File: config.mk
export PLATFORM = sky130hd
export DESIGN_NAME = longest_common_substring_core
export DESIGN_NICKNAME = d
export VERILOG_FILES = /design/src/hdl/lcs_pkg.sv /design/src/hdl/lcs_ram.sv /design/src/hdl/lcs_cell_unit.sv /design/src/hdl/longest_common_substring_core.sv
export SDC_FILE = /design/constraint.sdc
export NUM_CORES = 2
export LEC_CHECK = 0
export CAP_MARGIN = 25
export CORE_ASPECT_RATIO = 0.7
export CORE_MARGIN = 1.5
export CORE_UTILIZATION = 25
export CTS_CLUSTER_DIAMETER = 50
export DETAILED_ROUTE_END_ITERATION = 16
export DONT_BUFFER_PORTS = 1
export PLACE_DENSITY_LB_ADDON = 0.08
export SLEW_MARGIN = 40
export SYNTH_ARGS = -nofsm -noshare
export SYNTH_HDL_FRONTEND = slang
export SYNTH_SLANG_ARGS = --single-unit
File: constraint.sdc
create_clock -name clock -period 7 [get_ports clock]
set_input_delay 0.35 -clock clock [delete_from_list [all_inputs] [get_ports clock]]
set_output_delay 0.35 -clock clock [all_outputs]
set_load 0.1 [all_outputs]
File: src/hdl/lcs_pkg.sv
`timescale 1ns / 1ps
`default_nettype none
// ----------------------------------------------------------------------------
// lcs_pkg: shared types and constants of the longest common substring core
// Holds the store geometry, command and result codes, the beat payload
// structs and the sequencer state encoding.
// ----------------------------------------------------------------------------
package lcs_pkg;

   // Store geometry.
   localparam int MAX_LEN   = 32;
   localparam int ELEM_BITS = 32;
   localparam int IDX_BITS  = $clog2(MAX_LEN);
   localparam int CNT_BITS  = $clog2(MAX_LEN + 1);

   typedef logic [ELEM_BITS-1:0] elem_type;
   typedef logic [IDX_BITS-1:0]  idx_type;
   typedef logic [CNT_BITS-1:0]  count_type;

   // Request commands.
   localparam logic [1:0] CMD_FIRST   = 2'd0;
   localparam logic [1:0] CMD_SECOND  = 2'd1;
   localparam logic [1:0] CMD_COMPUTE = 2'd2;

   // Result kinds.
   localparam logic KIND_SUMMARY = 1'b0;
   localparam logic KIND_ELEMENT = 1'b1;

   // Request beat.
   typedef struct packed {
      logic [1:0]         cmd;
      logic signed [31:0] value;
   } req_type;

   // Result beat.
   typedef struct packed {
      logic               kind;
      logic [5:0]         match_length;
      logic [4:0]         end_index;
      logic signed [31:0] element;
      logic               overflow;
      logic               last;
   } rsp_type;

   // Output of the shared cell unit.
   typedef struct packed {
      count_type len;
      count_type carry;
      logic      better;
   } cell_result_type;

   // Sequencer states.
   typedef enum logic [5:0] {
      ST_IDLE    = 6'b000001,
      ST_READ    = 6'b000010,
      ST_CALC    = 6'b000100,
      ST_SUMMARY = 6'b001000,
      ST_EL_READ = 6'b010000,
      ST_EL_OUT  = 6'b100000
   } state_type;

endpackage
`default_nettype wire

File: src/hdl/lcs_ram.sv
`timescale 1ns / 1ps
`default_nettype none
// ----------------------------------------------------------------------------
// lcs_ram: simple dual-port RAM
// One write port and one read port with registered read data.
// ----------------------------------------------------------------------------
module lcs_ram #(
   parameter int DATA_BITS = 32,
   parameter int ADDR_BITS = 5
) (
   input  wire logic                 clock,
   input  wire logic                 wr_en,
   input  wire logic [ADDR_BITS-1:0] wr_addr,
   input  wire logic [DATA_BITS-1:0] wr_data,
   input  wire logic [ADDR_BITS-1:0] rd_addr,
   output logic      [DATA_BITS-1:0] rd_data
);

   logic [DATA_BITS-1:0] mem [2**ADDR_BITS];

   // Write port.
   always_ff @(posedge clock) begin
      if (wr_en) begin
         mem[wr_addr] <= wr_data;
      end
   end

   // Registered read port.
   always_ff @(posedge clock) begin
      rd_data <= mem[rd_addr];
   end

endmodule
`default_nettype wire

File: src/hdl/lcs_cell_unit.sv
`timescale 1ns / 1ps
`default_nettype none
// ----------------------------------------------------------------------------
// lcs_cell_unit: shared dynamic-program cell
// Compares one element pair, forms the new run length from the diagonal
// neighbor and checks it against the best length so far.
// ----------------------------------------------------------------------------
module lcs_cell_unit (
   input  wire lcs_pkg::elem_type        first_elem,
   input  wire lcs_pkg::elem_type        second_elem,
   input  wire lcs_pkg::count_type       diag,
   input  wire lcs_pkg::count_type       above,
   input  wire logic                     top_row,
   input  wire lcs_pkg::count_type       best,
   output lcs_pkg::cell_result_type      result
);
   import lcs_pkg::*;

   count_type len;

   // New run length: extend the diagonal run on a match, else restart.
   always_comb begin
      if (first_elem == second_elem) begin
         len = diag + count_type'(1);
      end else begin
         len = '0;
      end
   end

   // The row above is all zeros while the first row is worked.
   always_comb begin
      result.len    = len;
      result.carry  = top_row ? '0 : above;
      result.better = (len > best);
   end

endmodule
`default_nettype wire

File: src/hdl/longest_common_substring_core.sv
`timescale 1ns / 1ps
`default_nettype none
// ----------------------------------------------------------------------------
// longest_common_substring_core: longest common contiguous run of two lists
// Loads two element lists and finds their longest common substring with a
// row-by-row dynamic program on one shared compare unit.
// ----------------------------------------------------------------------------
// Usage:
//   A request beat is taken when start is high and busy is low. Command
//   CMD_FIRST or CMD_SECOND appends req_data.value to the first or second
//   store, so loads stream one beat per cycle. An append to a full store is
//   dropped and sets the sticky overflow flag. CMD_COMPUTE runs the dynamic
//   program: each cell passes through a RAM read state, then a compare and
//   write-back state, and the summary beat follows the last cell, or follows
//   the compute beat directly if either list is empty. The cell loop runs on
//   the shared unit with registered reads of the stores and the row RAM.
//   With emit_elements set, each matched element follows in its own beat,
//   through a store read state and then an output state. busy stays high
//   from the compute beat until the cycle after the beat marked last.
//   Result beats hold for exactly one cycle under rsp_strobe; the receiver
//   cannot stall them. The csr_ port writes emit_elements; the user must do
//   so only while idle, as the block itself does not enforce this.
//   Reset empties both stores, clears overflow and sets emit_elements.
// ----------------------------------------------------------------------------
module longest_common_substring_core (
   input  wire logic             clock,
   input  wire logic             reset,
   input  wire logic             start,
   output logic                  busy,
   input  wire lcs_pkg::req_type req_data,
   output logic                  rsp_strobe,
   output lcs_pkg::rsp_type      rsp_data,
   input  wire logic             csr_write_enable,
   input  wire logic             csr_write_data
);
   import lcs_pkg::*;

   state_type       state_ff, state_in;
   idx_type         row_ff, row_in;
   idx_type         col_ff, col_in;
   idx_type         elem_ff, elem_in;
   count_type       best_ff, best_in;
   idx_type         end_ff, end_in;
   count_type       diag_ff, diag_in;
   count_type       first_count_ff, first_count_in;
   count_type       second_count_ff, second_count_in;
   logic            overflow_ff, overflow_in;
   logic            emit_ff;

   logic            accept;
   logic            first_wr_en;
   logic            second_wr_en;
   idx_type         first_rd_addr;
   idx_type         elem_pos;
   elem_type        first_rd_data;
   elem_type        second_rd_data;
   count_type       row_rd_data;
   logic            row_wr_en;
   cell_result_type cell_out;
   logic            no_elements;
   logic            last_elem;
   logic            last_col;
   logic            last_row;

   assign accept = start && !busy;
   assign busy   = (state_ff != ST_IDLE);

   // Store writes on load beats that find room.
   assign first_wr_en  = accept && (req_data.cmd == CMD_FIRST)
                         && (first_count_ff < count_type'(MAX_LEN));
   assign second_wr_en = accept && (req_data.cmd == CMD_SECOND)
                         && (second_count_ff < count_type'(MAX_LEN));

   // Position in the first store of the element being emitted.
   assign elem_pos = idx_type'(count_type'(end_ff) + count_type'(elem_ff)
                               + count_type'(1) - best_ff);

   assign first_rd_addr = (state_ff == ST_EL_READ) ? elem_pos : row_ff;

   lcs_ram #(
      .DATA_BITS(ELEM_BITS),
      .ADDR_BITS(IDX_BITS)
   ) u_first_store (
      .clock  (clock),
      .wr_en  (first_wr_en),
      .wr_addr(first_count_ff[IDX_BITS-1:0]),
      .wr_data(req_data.value[ELEM_BITS-1:0]),
      .rd_addr(first_rd_addr),
      .rd_data(first_rd_data)
   );

   lcs_ram #(
      .DATA_BITS(ELEM_BITS),
      .ADDR_BITS(IDX_BITS)
   ) u_second_store (
      .clock  (clock),
      .wr_en  (second_wr_en),
      .wr_addr(second_count_ff[IDX_BITS-1:0]),
      .wr_data(req_data.value[ELEM_BITS-1:0]),
      .rd_addr(col_ff),
      .rd_data(second_rd_data)
   );

   // Row RAM: entry c holds the run length ending at column c of the row.
   assign row_wr_en = (state_ff == ST_CALC);

   lcs_ram #(
      .DATA_BITS(CNT_BITS),
      .ADDR_BITS(IDX_BITS)
   ) u_row (
      .clock  (clock),
      .wr_en  (row_wr_en),
      .wr_addr(col_ff),
      .wr_data(cell_out.len),
      .rd_addr(col_ff),
      .rd_data(row_rd_data)
   );

   // Shared compare and length unit.
   lcs_cell_unit u_cell (
      .first_elem (first_rd_data),
      .second_elem(second_rd_data),
      .diag       (diag_ff),
      .above      (row_rd_data),
      .top_row    (row_ff == '0),
      .best       (best_ff),
      .result     (cell_out)
   );

   assign last_col    = (count_type'(col_ff) + count_type'(1)) == second_count_ff;
   assign last_row    = (count_type'(row_ff) + count_type'(1)) == first_count_ff;
   assign no_elements = !emit_ff || (best_ff == '0);
   assign last_elem   = (count_type'(elem_ff) + count_type'(1)) == best_ff;

   // Sequencer and load handling.
   always_comb begin
      state_in        = state_ff;
      row_in          = row_ff;
      col_in          = col_ff;
      elem_in         = elem_ff;
      best_in         = best_ff;
      end_in          = end_ff;
      diag_in         = diag_ff;
      first_count_in  = first_count_ff;
      second_count_in = second_count_ff;
      overflow_in     = overflow_ff;
      case (state_ff)
         ST_IDLE: begin
            if (accept) begin
               case (req_data.cmd)
                  CMD_FIRST: begin
                     if (first_wr_en) begin
                        first_count_in = first_count_ff + count_type'(1);
                     end else begin
                        overflow_in = 1'b1;
                     end
                  end
                  CMD_SECOND: begin
                     if (second_wr_en) begin
                        second_count_in = second_count_ff + count_type'(1);
                     end else begin
                        overflow_in = 1'b1;
                     end
                  end
                  CMD_COMPUTE: begin
                     row_in  = '0;
                     col_in  = '0;
                     elem_in = '0;
                     best_in = '0;
                     end_in  = '0;
                     diag_in = '0;
                     if ((first_count_ff == '0) || (second_count_ff == '0)) begin
                        state_in = ST_SUMMARY;
                     end else begin
                        state_in = ST_READ;
                     end
                  end
                  default: begin
                  end
               endcase
            end
         end
         ST_READ: begin
            state_in = ST_CALC;
         end
         ST_CALC: begin
            // Old value of this column becomes the next column's diagonal.
            diag_in = cell_out.carry;
            if (cell_out.better) begin
               best_in = cell_out.len;
               end_in  = row_ff;
            end
            if (last_col) begin
               col_in  = '0;
               diag_in = '0;
               if (last_row) begin
                  state_in = ST_SUMMARY;
               end else begin
                  row_in   = row_ff + idx_type'(1);
                  state_in = ST_READ;
               end
            end else begin
               col_in   = col_ff + idx_type'(1);
               state_in = ST_READ;
            end
         end
         ST_SUMMARY: begin
            if (no_elements) begin
               first_count_in  = '0;
               second_count_in = '0;
               state_in        = ST_IDLE;
            end else begin
               state_in = ST_EL_READ;
            end
         end
         ST_EL_READ: begin
            state_in = ST_EL_OUT;
         end
         ST_EL_OUT: begin
            if (last_elem) begin
               first_count_in  = '0;
               second_count_in = '0;
               state_in        = ST_IDLE;
            end else begin
               elem_in  = elem_ff + idx_type'(1);
               state_in = ST_EL_READ;
            end
         end
         default: begin
            state_in = ST_IDLE;
         end
      endcase
   end

   // Control registers.
   always_ff @(posedge clock) begin
      if (reset) begin
         state_ff        <= ST_IDLE;
         first_count_ff  <= '0;
         second_count_ff <= '0;
         overflow_ff     <= 1'b0;
         emit_ff         <= 1'b1;
      end else begin
         state_ff        <= state_in;
         first_count_ff  <= first_count_in;
         second_count_ff <= second_count_in;
         overflow_ff     <= overflow_in;
         if (csr_write_enable) begin
            emit_ff <= csr_write_data;
         end
      end
   end

   // Work registers.
   always_ff @(posedge clock) begin
      row_ff  <= row_in;
      col_ff  <= col_in;
      elem_ff <= elem_in;
      best_ff <= best_in;
      end_ff  <= end_in;
      diag_ff <= diag_in;
   end

   // Result beat.
   assign rsp_strobe = (state_ff == ST_SUMMARY) || (state_ff == ST_EL_OUT);

   always_comb begin
      rsp_data.match_length = best_ff;
      rsp_data.end_index    = end_ff;
      rsp_data.overflow     = overflow_ff;
      if (state_ff == ST_EL_OUT) begin
         rsp_data.kind    = KIND_ELEMENT;
         rsp_data.element = 32'(first_rd_data);
         rsp_data.last    = last_elem;
      end else begin
         rsp_data.kind    = KIND_SUMMARY;
         rsp_data.element = '0;
         rsp_data.last    = no_elements;
      end
   end

`ifndef SYNTHESIS
   // A result beat only appears while a compute is in progress.
   a_strobe_busy: assert property (@(posedge clock) disable iff (reset)
      rsp_strobe |-> busy)
      else $error("result beat while idle");

   // Element beats only follow a nonzero match.
   a_elem_len: assert property (@(posedge clock) disable iff (reset)
      (rsp_strobe && (rsp_data.kind == KIND_ELEMENT)) |-> (rsp_data.match_length != '0))
      else $error("element beat with zero match length");

   // The last beat of a compute returns the block to idle with empty stores.
   a_last_idle: assert property (@(posedge clock) disable iff (reset)
      (rsp_strobe && rsp_data.last) |=> (!busy && (first_count_ff == '0)
                                         && (second_count_ff == '0)))
      else $error("block not idle after last beat");

   // Fill counts never pass the store depth.
   a_count_range: assert property (@(posedge clock) disable iff (reset)
      (first_count_ff <= count_type'(MAX_LEN)) && (second_count_ff <= count_type'(MAX_LEN)))
      else $error("fill count beyond store depth");
`endif

endmodule
`default_nettype wire

# --- Word level (Yosys, flattened, before mapping) ---
# Memories as Yosys holds them, arrays and structs flattened. A register that Yosys moved wholly into a read port is not among the register bits.
# Index checks and enable logic that the tools add are counted.
totals:
  mem_bits_rw: 2240
  output_inout_bits: 48
  in_bits: 39
  wordCells: 133
  memories: 3
  ff_bits: 52
op_classes:
  n_eq_ne: 27
  reduce_logical: 27
  mux: 50
  add_sub_neg: 12
  n_lt_le_gt_ge: 3
mem_list:
  columns: ["memory", "words", "width", "read_ports", "rd_clocked_by_memory_dff", "wr", "line", "source"]
  rows:
  - ["u_first_store.mem", 32, 32, 1, 1, 1, "lcs_ram.sv:19", "logic [DATA_BITS-1:0] mem [2**ADDR_BITS];"]
  - ["u_second_store.mem", 32, 32, 1, 1, 1, "lcs_ram.sv:19", null]
  - ["u_row.mem", 32, 6, 1, 1, 1, "lcs_ram.sv:19", null]
ops:
  columns: ["operator", "n"]
  rows:
  - ["two-way mux 6 bit", 17]
  - ["two-way mux 5 bit", 10]
  - ["one-hot mux 5 bit (2 select lines)", 4]
  - ["one-hot mux 6 bit (3 select lines)", 2]
  - ["one-hot mux 6 bit (6 select lines)", 1]
  - ["equality test 32 bit", 1]
  - ["two-way mux 32 bit", 1]
  - ["one-hot mux 6 bit (2 select lines)", 2]
  - ["!= test 2 bit (second input constant)", 11]
  - ["adder 5 x 1 -> 5 bit (second input constant)", 4]
  - ["adder 5 x 1 -> 6 bit (second input constant)", 3]
  - ["adder 6 x 1 -> 6 bit (second input constant)", 3]
  - ["equality test 6 bit", 3]
  - ["zero test 6 bit", 3]
  - ["less-than comparator 6 bit (second input constant)", 2]
  - ["AND reduction 6 bit", 2]
  - ["two-way mux 1 bit", 10]
  - ["AND reduction 5 bit", 2]
  - ["two-way mux 4 bit", 2]
  - ["AND reduction 4 bit", 2]
  - ["equality test 6 x 1 -> 1 bit (second input constant)", 1]
  - ["equality test 6 x 2 -> 1 bit (second input constant)", 1]
  - ["equality test 6 x 3 -> 1 bit (second input constant)", 1]
  - ["equality test 6 x 4 -> 1 bit (second input constant)", 1]
  - ["other kinds (19)", 30]

# --- Logic depth before layout (Yosys ltp) ---
logic_depth:
  word_depth: 9
  ltp_mapped: 15

# --- Modules after synthesis ---
# From an unflattened synthesis, not the netlist that was laid out.
unflattened:
  cells_unflattened: 5303
  area_unflattened_um2: 92680.1
by_module_without_submodules:
  columns: ["mod", "area_per_inst_um2", "seq_area_each_um2", "n_inst", "cells_each"]
  rows:
  - ["lcs_ram at u_first_store", 40492.6, 31390.1, 1, 2260]
  - ["lcs_ram at u_second_store", 40485.1, 31390.1, 1, 2260]
  - ["lcs_ram at u_row", 7589.8, 5885.6, 1, 323]
  - ["longest_common_substring_core", 3453.3, 1361.3, 1, 373]
  - ["lcs_cell_unit", 659.4, 0.0, 1, 87]

# --- Least setup slack after synthesis ---
# OpenSTA, ideal clock, no wires.
synth_path:
  path_kind: "flip-flop to output port"
  from: "reg state_ff[2]"
  to: "out rsp_data[0] (netlist bit)"
  setup_slack_ns: 2.770
  stages_incl_launch_ff: 9
  arrival_ns: 3.880
  path_buffers: 3
  cell_sequence: "dfxtp_1 > clkbuf_1 > nor4_1 > nand3b_1 > inv_1 > clkbuf_1 > clkbuf_1 > nor2_1 > a21oi_1"
synth_lines:
  columns: ["element", "line", "source"]
  rows:
  - ["from (decl)", "longest_common_substring_core.sv:38", "state_type state_ff, state_in;"]
  - ["from (signal assigned)", "longest_common_substring_core.sv:244", "state_ff <= state_in;"]
  - ["to (decl)", "longest_common_substring_core.sv:32", "output lcs_pkg::rsp_type rsp_data,"]

# --- Worst setup path in the final report ---
layout_path:
  from: "reg state_ff[1]"
  to: "mem u_second_store.mem[28][3], enable pin"
layout_via:
  elab_chain_cells: 7
layout_lines:
  columns: ["element", "line", "source"]
  rows:
  - ["!= test 6 x 1 -> 1 bit", "longest_common_substring_core.sv:66", "assign busy = (state_ff != ST_IDLE);"]
  - ["zero test 1 bit", "longest_common_substring_core.sv:65", "assign accept = start && !busy;"]
  - ["logical AND 1 bit", "longest_common_substring_core.sv:65", null]
  - ["logical AND 1 bit", "longest_common_substring_core.sv:71", "assign second_wr_en = accept && (req_data.cmd == CMD_SECOND)"]
  - ["logical AND 1 bit", "longest_common_substring_core.sv:72", "&& (second_count_ff < count_type'(MAX_LEN));"]
  - ["two-way mux 1 bit", "lcs_ram.sv:23", "if (wr_en) begin"]
  - ["two-way mux 1 bit (not written as such)", "lcs_ram.sv:24", "mem[wr_addr] <= wr_data;"]
  - ["to (decl)", "lcs_ram.sv:19", null]
# No other way between the ends.

==> flow_summary.toml <==
[outcome]
status = "finished, final reports clean"

[yosys]
synth_top_area_share_pct = 74.9
ys_seq_elements = 2362
yosys.cell_types.count = 63
async_flop_share_pct = 0
synth_area_leaders = "edfxtp_1 75%, mux4_2 9.0%, dfxtp_1 2.0%"
synth_edf_count = 2272
syn_inst = 4819
synth_compound_area_share_pct = 5.99
synth-adder-area-share_pct = 0.486
ys_warn_count = 0
synth_top_family_by_area = "multiplexers"
yosys.area.top_type = "edfxtp_1"
synthSimpleGateAreaFrac_pct = 4.68
synth-xor-area-share_pct = 0.606
syn_area_per_cell_um2 = 18.9
yosysMostFrequentCell = "edfxtp_1"
seq_area_frac_synth_pct = 76.9
syn-num-nets = 4891
syn_area_um2 = 91100
synthFlopType = "edfxtp_1"
synth_commonest_cells = "2272 x edfxtp_1, 366 x mux4_2, 237 x nand2_1, 231 x clkbuf_1, 227 x a211oi_1"
muxShareOfSynthArea_pct = 9.76

[cts]
cts_made_buffers = 247
cts_tree = "built"
cts-root-buf = "clkbuf_16"
h-tree-depth = 4
path_clk_slew_ps = 60
cts_setup_buffers = 0
clockBufferDepth = 4
clk_latency_ps = 910
clock_sinks = 2362

[final_layout]
final_area_um2 = 108000
syn_to_final_growth_pct = 18.8
finalNetCount = 5134
n_fill_cell = 35400
stdcell_count = 10100
drive_above_1_share_pct = 21.3

[grt]
grt-ovfl-total = 0
antenna_found_initial = 26
first_global_vias = 48500
grt_usage_pct = 16.8
grt_first_pass_wirelength_um = 430000
grt_max_degree = 106

[routing]
met1_length_um = 166000
drt-pass1-iter-count = 5
postRouteAntennaNets = 0
wl_met3_um = 14400
drt_iter0_markers = 4620
vias = 48400
dr.max_layer_used = "met5"
wire_per_inst_um = 31.2
routed_via_density = 4.77
drt_wl_total_um = 316000
drc = 0
wl_met2_um = 131000

[worst_setup_path]
critPathSlowestCell = "nor2_4"
crit_path_end_kind = "flip-flop"
path_cells = "or4_1 > nor3b_1 > nand3b_1 > dlygate4sd3_1 > nor3b_1 > buf_4 > nand2_2 > nor2_4 > buf_4"
max_stage_delay_ps = 750
cpLargestDelayFamily = "simple AND/OR/NAND/NOR gates"
cp_max_fo = 20
worstSetupPathType = "reg2reg"
arrival_ps = 5520
cp.required_ps = 7530
path_buf_inv = 3
cp-start-kind = "flip-flop"

[power_and_ir_drop]
peakVddDrop_mv = 0.199
p_per_area_nw_per_um2 = 284
total_leakage_power_nw = 33.9

[sta]
rsz0062_at_grt = "false"
finalHoldViolCount = 0
min_period_ps = 4990
relSlewSlack_pct = 40.7
fmax_mhz = 200
tightestPinTransition_ps = 889
final.setup.tns_ps = 0
slew_viol_final = 0
fin_skew_ps = 56.6
setup_violations = 0
min_period_over_period_pct = 71.3
holdWs_ps = 130

[run]
cap_violations = 0

[placement]
gp_congestion = 0.727
placed_area_um2 = 99000
dp_hpwl_um = 184000
portBuffers = 0
dp.cells = 9593

[die]
boundaryPins = 87
fp.dieH_um = 508
initial_utilization_pct = 25.1
num_rows = 185
coreArea_um2 = 363000
die_area_um2 = 368000
die_w_um = 724

[hold_path]
holdCritPathClass = "in2reg"
[worst register-to-register path: stages, from the launching register on]
cell,delay [ps]
dfxtp_1,400
or4_1,580
nor3b_1,560
nand3b_1,230
dlygate4sd3_1,640
nor3b_1,200
buf_4,220
nand2_2,310
nor2_4,760
buf_4,680
[power by group]
group,switching [W],internal (W),leakage [nW]
sequential,0.000153,0.0156,21.5
combinational,0.00131,0.000634,8.55
clock,0.00570,0.00738,3.81
total,0.00716,0.0236,33.9
[metal layers]
layer  vias up  GRT usage (%)
met3       347           2.37
li1      20400              -
met4         6           2.60
met2      1192           23.9
met5         -              0
met1     26400           27.2
[repair_timing]
item                                   in CTS  in global routing
hold buffers                               73                  1
gates resized for setup                     0                  0
endpoints found under the hold margin    2068                 11
[per-stage QoR]
stage | power (W) | setup WS, ps | utilization [%]
after global placement | 0.0177 | 1730 | 27.1
final | 0.0308 | 2010 | 29.8
after global routing | 0.0318 | 1770 | 29.8
after floorplan | 0.0169 | 2770 | -
after CTS | 0.0312 | 1570 | 29.8
after detailed placement | 0.0177 | 2110 | 27.3
[state kept, by name (all words and copies together) (netlist names)]
register,count
best_ff,6
col_ff,5
diag_ff,6
elem_ff,5
emit_ff,1
end_ff,5
first_count_ff,6
overflow_ff,1
row_ff,5
second_count_ff,6
state_ff,6
u_first_store.mem,1024
u_first_store.rd_data,32
u_row.mem,192
u_row.rd_data,6
u_second_store.mem,1024
u_second_store.rd_data,32
[area by class of cell]
type | count | area, um2 | share of cell area, %
flip-flops and latches | 2362 | 70000 | 64.7
multi-input cells | 2104 | 20300 | 18.8
clock buffers | 337 | 6760 | 6.25
well taps | 4862 | 6080 | 5.62
repair buffers | 309 | 3840 | 3.55
clock inverters | 109 | 1010 | 0.934
inverters | 38 | 143 | 0.132
diodes | 12 | 30.0 | 0.0277
[cells by family after synthesis]
logic type / count (synthesis)
AO/OA/AOI/OAI: 740
buffers and inverters: 353
XOR/XNOR: 63
multiplexers: 431
AND/OR/NAND/NOR: 837
flip-flops: 2362
adder cells (fa/ha/maj): 33
[layout by cell type, fill, tap and decap left out, types with 16 or more instances in the layout]
cell / count
and3_1: 222
a31oi_1: 42
buf_6: 16
dlygate4sd3_1: 41
ha_1: 29
xnor2_1: 49
buf_12: 35
edfxtp_1: 2272
clkbuf_16: 251
clkinv_2: 36
a22oi_1: 153
a21oi_1: 48
nor3_1: 42
and2_1: 17
a211oi_1: 226
nor2_1: 76
o2111ai_1: 31
buf_4: 161
nand4_1: 51
clkbuf_8: 16
dfxtp_1: 90
mux2i_1: 65
a32oi_1: 62
bufinv_16: 18
nand3_1: 24
buf_16: 41
inv_1: 35
clkbuf_1: 70
mux4_2: 366
o22ai_1: 37
and2_2: 26
o211ai_1: 91
nor2_4: 70
clkinv_1: 38
nand2_1: 227
[final timing paths]
kind                                       start                        end  slack (ps)  depth (start not counted)
worst max-delay path                 state_ff[1]  u_second_store.mem[28][3]        2010                          9
worst max register to register       state_ff[1]  u_second_store.mem[28][3]        2010                          9
worst min register to register  u_row.rd_data[3]                 diag_ff[3]         510                          1
worst min-delay path            csr_write_enable                    emit_ff         130                          2
Power figures use the tool's default switching activity.
